[config.mk]
export PLATFORM = sky130hd
export DESIGN_NAME = utf8_stream_decoder_core
export DESIGN_NICKNAME = d
export VERILOG_FILES = /design/src/sv/utf8sd_pkg.sv /design/src/sv/utf8_stream_decoder_core.sv
export SDC_FILE = /design/constraint.sdc
export NUM_CORES = 1
export LEC_CHECK = 0
export BUFFER_PORTS_ARGS = -buffer_cell sky130_fd_sc_hd__buf_2
export CAP_MARGIN = 40
export CORE_MARGIN = 2
export CORE_UTILIZATION = 30
export DETAILED_ROUTE_END_ITERATION = 8
export MAX_ROUTING_LAYER = met4
export PLACE_DENSITY = 0.55
export SLEW_MARGIN = 20
export SYNTH_ARGS = -nofsm -noshare
export SYNTH_HDL_FRONTEND = slang
export SYNTH_SLANG_ARGS = --single-unit
[constraint.sdc]
create_clock -name clk -period 3.4 [get_ports clk]
set_clock_uncertainty 0.1 [all_clocks]
set_input_delay 0.68 -clock clk [delete_from_list [all_inputs] [get_ports clk]]
set_output_delay 0.68 -clock clk [all_outputs]
set_load 0.02 [all_outputs]
[src/sv/utf8sd_pkg.sv]
package utf8sd_pkg;

  // Field widths.
  localparam int unsigned ByteW  = 8;
  localparam int unsigned CpW    = 31;
  localparam int unsigned ShiftW = 5;

  // Each continuation byte carries six payload bits.
  localparam logic [ShiftW-1:0] PayloadBits = ShiftW'(6);

  // Result of looking at a byte as a lead byte.
  typedef struct packed {
    logic              is_lead;
    logic [ShiftW-1:0] shift;
    logic [CpW-1:0]    partial;
  } lead_info_t;

  // Classify a lead byte: payload bits placed at the position of the first group.
  function automatic lead_info_t lead_decode(input logic [ByteW-1:0] b);
    lead_info_t info;
    info.is_lead = 1'b1;
    info.shift   = '0;
    info.partial = '0;
    case (b) inside
      8'b110?????: begin
        info.shift   = ShiftW'(6);
        info.partial = CpW'(b[4:0]) << info.shift;
      end
      8'b1110????: begin
        info.shift   = ShiftW'(12);
        info.partial = CpW'(b[3:0]) << info.shift;
      end
      8'b11110???: begin
        info.shift   = ShiftW'(18);
        info.partial = CpW'(b[2:0]) << info.shift;
      end
      8'b111110??: begin
        info.shift   = ShiftW'(24);
        info.partial = CpW'(b[1:0]) << info.shift;
      end
      8'b1111110?: begin
        info.shift   = ShiftW'(30);
        info.partial = CpW'(b[0]) << info.shift;
      end
      default: begin
        info.is_lead = 1'b0;
      end
    endcase
    return info;
  endfunction

endpackage

[src/sv/utf8_stream_decoder_core.sv]
// A byte accepted into the input register passes to the decoder and, once it completes a
// code point, that code point is held in the result register, from which it can be taken.
// Throughput: one byte per cycle; in_stall rises only while both the input register and the
// result register hold a word and out_stall is high.
// The decoder state is updated in the single cycle in which a byte moves from the input
// register into the result stage.
// Reset (rst, synchronous, active high) empties both registers and returns the decoder to idle.
module utf8_stream_decoder_core (
  input  logic                         clk,
  input  logic                         rst,
  input  logic                         in_valid,
  output logic                         in_stall,
  input  logic [utf8sd_pkg::ByteW-1:0] byte_in,
  output logic                         out_valid,
  input  logic                         out_stall,
  output logic [utf8sd_pkg::CpW-1:0]   code_point
);

  // Input register.
  logic                         in_full;
  logic [utf8sd_pkg::ByteW-1:0] in_byte;

  // Decoder state.
  logic                          in_sequence;
  logic [utf8sd_pkg::ShiftW-1:0] shift;
  logic [utf8sd_pkg::CpW-1:0]    partial_char;

  logic                          in_sequence_next;
  logic [utf8sd_pkg::ShiftW-1:0] shift_next;
  logic [utf8sd_pkg::CpW-1:0]    partial_char_next;
  logic                          emit;
  logic [utf8sd_pkg::CpW-1:0]    emit_value;

  logic                          advance;
  utf8sd_pkg::lead_info_t        lead;
  logic [utf8sd_pkg::ShiftW-1:0] cont_shift;
  logic [utf8sd_pkg::CpW-1:0]    cont_char;

  // The held byte moves on whenever the result register is free or being emptied.
  assign advance  = in_full && (!out_valid || !out_stall);
  assign in_stall = in_full && !advance;

  assign lead = utf8sd_pkg::lead_decode(in_byte);

  // Continuation: step the shift down one group and merge six payload bits.
  always_comb begin
    if (shift >= utf8sd_pkg::PayloadBits) begin
      cont_shift = shift - utf8sd_pkg::PayloadBits;
    end else begin
      cont_shift = '0;
    end
    cont_char = partial_char | (utf8sd_pkg::CpW'(in_byte[5:0]) << cont_shift);
  end

  // Next decoder state and the result, if any, for the held byte.
  always_comb begin
    in_sequence_next  = in_sequence;
    shift_next        = shift;
    partial_char_next = partial_char;
    emit              = 1'b0;
    emit_value        = utf8sd_pkg::CpW'(in_byte);
    if (!in_sequence) begin
      if (!in_byte[7]) begin
        emit = 1'b1;
      end else if (lead.is_lead) begin
        in_sequence_next  = 1'b1;
        shift_next        = lead.shift;
        partial_char_next = lead.partial;
      end
    end else if (in_byte[7:6] != 2'b10) begin
      // A broken sequence drops the byte and returns to idle.
      in_sequence_next = 1'b0;
    end else begin
      shift_next        = cont_shift;
      partial_char_next = cont_char;
      if (cont_shift == '0) begin
        in_sequence_next = 1'b0;
        emit             = 1'b1;
        emit_value       = cont_char;
      end
    end
  end

  // Input register: holds one word until the decoder takes it.
  always_ff @(posedge clk) begin
    if (rst) begin
      in_full <= 1'b0;
    end else if (!in_stall) begin
      in_full <= in_valid;
    end
  end

  always_ff @(posedge clk) begin
    if (in_valid && !in_stall) begin
      in_byte <= byte_in;
    end
  end

  // Decoder state registers.
  always_ff @(posedge clk) begin
    if (rst) begin
      in_sequence  <= 1'b0;
      shift        <= '0;
      partial_char <= '0;
    end else if (advance) begin
      in_sequence  <= in_sequence_next;
      shift        <= shift_next;
      partial_char <= partial_char_next;
    end
  end

  // Result register.
  always_ff @(posedge clk) begin
    if (rst) begin
      out_valid <= 1'b0;
    end else if (advance) begin
      out_valid <= emit;
    end else if (!out_stall) begin
      out_valid <= 1'b0;
    end
  end

  always_ff @(posedge clk) begin
    if (advance && emit) begin
      code_point <= emit_value;
    end
  end

endmodule
==> flow_summary.json <==
{
  "vias_per_cell": 5.50,
  "wl_mm": 11.5,
  "die_y_um": 118,
  "grt_start_max_net_pins": 29,
  "synthSimpleGateAreaFrac": 0.169,
  "final-hold-violation-count": 0,
  "rsz0062_at_grt": "no",
  "postLayoutCoreUtil": 0.368,
  "grt_usage": 0.175,
  "worst_pin_slew_ns": 0.897,
  "layout_common_cells": "a21oi_1, buf_2, nor2_1, edfxtp_1, dfxtp_1",
  "ys_ff_latch": 78,
  "ff_latch_area_mm2": 0.00195,
  "post-route-min-period_ns": 2.81,
  "syn-instance-count": 411,
  "worstPathArrival_ns": 2.75,
  "synth-compound-area-share": 0.254,
  "fmax_mhz": 356,
  "drcViolationCount": 0,
  "dp_hpwl_mm": 7.94,
  "p_leak_nw": 1.66,
  "path_delay_family": "simple AND/OR/NAND/NOR gates",
  "clk_path_buf_depth": 2,
  "synthArstFlopShare": 0,
  "r2r-end": "code_point[26]",
  "slew_violations": 0,
  "min_path_cells": 2,
  "clk_pin_slew_ns": 0.06,
  "synthMuxAreaShare": 0.0262,
  "hold_buffers": 0,
  "vias": 3475,
  "antenna_found_initial": 0,
  "slew_headroom": 0.401,
  "setup_viol": 0,
  "postRouteAntennaNets": 0,
  "power.density_mw_per_mm2": 452,
  "path_cells": "ha_1 -> or2_2 -> or3_1 -> and3_1 -> and2_0 -> o21a_1 -> buf_12",
  "cap_violations": 0,
  "status": "finished clean",
  "pin_count": 45,
  "whs_endpoint": "partial_char[29]",
  "nets": 468,
  "slowest_delay_ns": 0.51,
  "r2r_start": "shift[2]",
  "first_global_vias": 3356,
  "multi_input_area_mm2": 0.00177,
  "timing.final.crit_share": 0.826,
  "synth_top_flop_cell": "edfxtp_1",
  "dieArea_mm2": 0.0140,
  "hold_start": "partial_char[29]",
  "synth_fa_ha_area_frac": 0.00319,
  "avgSynthCellArea_um2": 9.54,
  "critical_path_class": "flop to flop",
  "dr.pass1.iters": 5,
  "root_buffer": "clkbuf_16",
  "synth-xor-area-share": 0,
  "insertion_delay_ns": 0.34,
  "wl_per_cell_um": 18.2,
  "rows": 41,
  "setup_tns_ns": 0,
  "numCtsBuffers": 9,
  "cp-end-kind": "flop",
  "crit_required_ns": 3.34,
  "yosys_warnings": 0,
  "gp_congestion": 0.910,
  "hp-class": "flop to flop",
  "cts_resized": 0,
  "cts_num_sinks": 78,
  "worst-path-max-fanout": 28,
  "r2r_cells": 7,
  "htree_levels": 3,
  "antenna_cells": 0,
  "yosysSeqAreaShare": 0.498,
  "cts_tree": "yes",
  "port_buffers": 44,
  "drive_gt1_frac": 0.209,
  "r2r_slack_ns": 0.59,
  "core_area_mm2": 0.0127,
  "die_w_um": 118,
  "overflow": 0,
  "postCtsSetupRepairBufs": 0,
  "fillers": 1303,
  "synth_cell_type_count": 66,
  "synth_fp_nets": 424,
  "initial_utilization": 0.310,
  "worst_setup_path_start_kind": "flop",
  "max-vdd-ir-drop_mv": 0.282,
  "grt_pass1_wl_mm": 18.6,
  "drtIter0Drc": 288,
  "area_growth_pct": 19.0,
  "cp_num_buf_inv": 1,
  "synth_edf_count": 39,
  "netlist_area_mm2": 0.00392,
  "synth_top_family_by_area": "compound AO/OA/AOI/OAI gates",
  "cpMaxStageDelayCell": "ha_1"
}
## per-layer routing
metal / GRT usage / part of all wire / wire length, um / vias up
met2: 0.262 / 0.46 / 5240 / 144
li1: - / - / - / 1642
met1: 0.227 / 0.45 / 5120 / 1668
met3: 0.0550 / 0.076 / 874 / 21
met4: 0.0535 / 0.021 / 243 / 0
met5: - / 0 / 0 / -
## cell families (layout without fill, tap and decap cells)
kind of cell / count (synthesis) / in the layout
compound gates: 147 / 147
buf+inv: 42 / 91
flops: 78 / 78
simple gates: 133 / 133
fa+ha+maj: 1 / 1
mux: 10 / 10
## how the worst max path moves through the flow
stage                         from        endpoint  slack [ns]  cells past startpoint
after floorplan           shift[2]   code_point[0]        0.48                      7
after global placement    shift[2]  code_point[11]        0.73                      7
after detailed placement  shift[2]  code_point[11]        0.61                      7
after CTS                 shift[2]   code_point[7]        0.61                      7
after global routing      shift[2]  code_point[15]        0.37                      7
final                     shift[2]  code_point[26]        0.59                      7
## sequential cells by signal, summed over array words and instances, names as in the netlist
signal,cells
code_point,31
partial_char,31
in_byte,8
shift,5
in_full,1
in_sequence,1
out_valid,1
## through the flow
stage | setup slack (ns) | total power, mW | area [um2] | instances | hold slack (ns)
CTS | 0.608 | 2.13 | 4650 | 631 | 0.367
global placement | 0.729 | 1.19 | 4360 | 615 | 0.351
global route | 0.374 | 2.18 | 4670 | 632 | 0.386
finish | 0.591 | 2.11 | 4670 | 632 | 0.367
detailed placement | 0.607 | 1.19 | 4360 | 615 | 0.352
floorplan | 0.476 | 1.13 | 3920 | 411 | 0.329
## synthesized netlist by cell type, drive strengths merged, types with 7 or more instances
cell,n,area [um2]
edfxtp,39,1170
buf,19,106
nor2,40,153
a31oi,16,100
inv,9,33.8
o22ai,8,50.1
a21oi,45,229
a211oi,8,70.1
clkbuf,13,52.6
nor2b,7,43.8
a221oi,8,76.3
and3,12,75.1
nor3,9,50.1
nand2,28,105
o21ai,21,109
mux2i,8,80.1
dfxtp,39,781
nand3,12,60.1
## worst min-delay path, delay by kind of cell (launching register included)
kind	cells	cell delay, ns
flops	1	0.32
simple gates	1	0.07
compound gates	1	0.04
## power breakdown
| part | total, mW | switching [mW] | internal (mW) |
|---|---|---|---|
| Combinational | 0.137 | 0.0908 | 0.0461 |
| Sequential | 1.03 | 0.0265 | 1.01 |
| Clock | 0.938 | 0.376 | 0.561 |
## final cells by class
class,count,share of cell area
clock buffers,9,0.0483
clock inverters,7,0.0139
inverters,10,0.00804
multi-input cells,291,0.380
flip-flops and latches,78,0.418
well taps,172,0.0461
repair buffers,65,0.0853
Power figures use the tool's default switching activity.
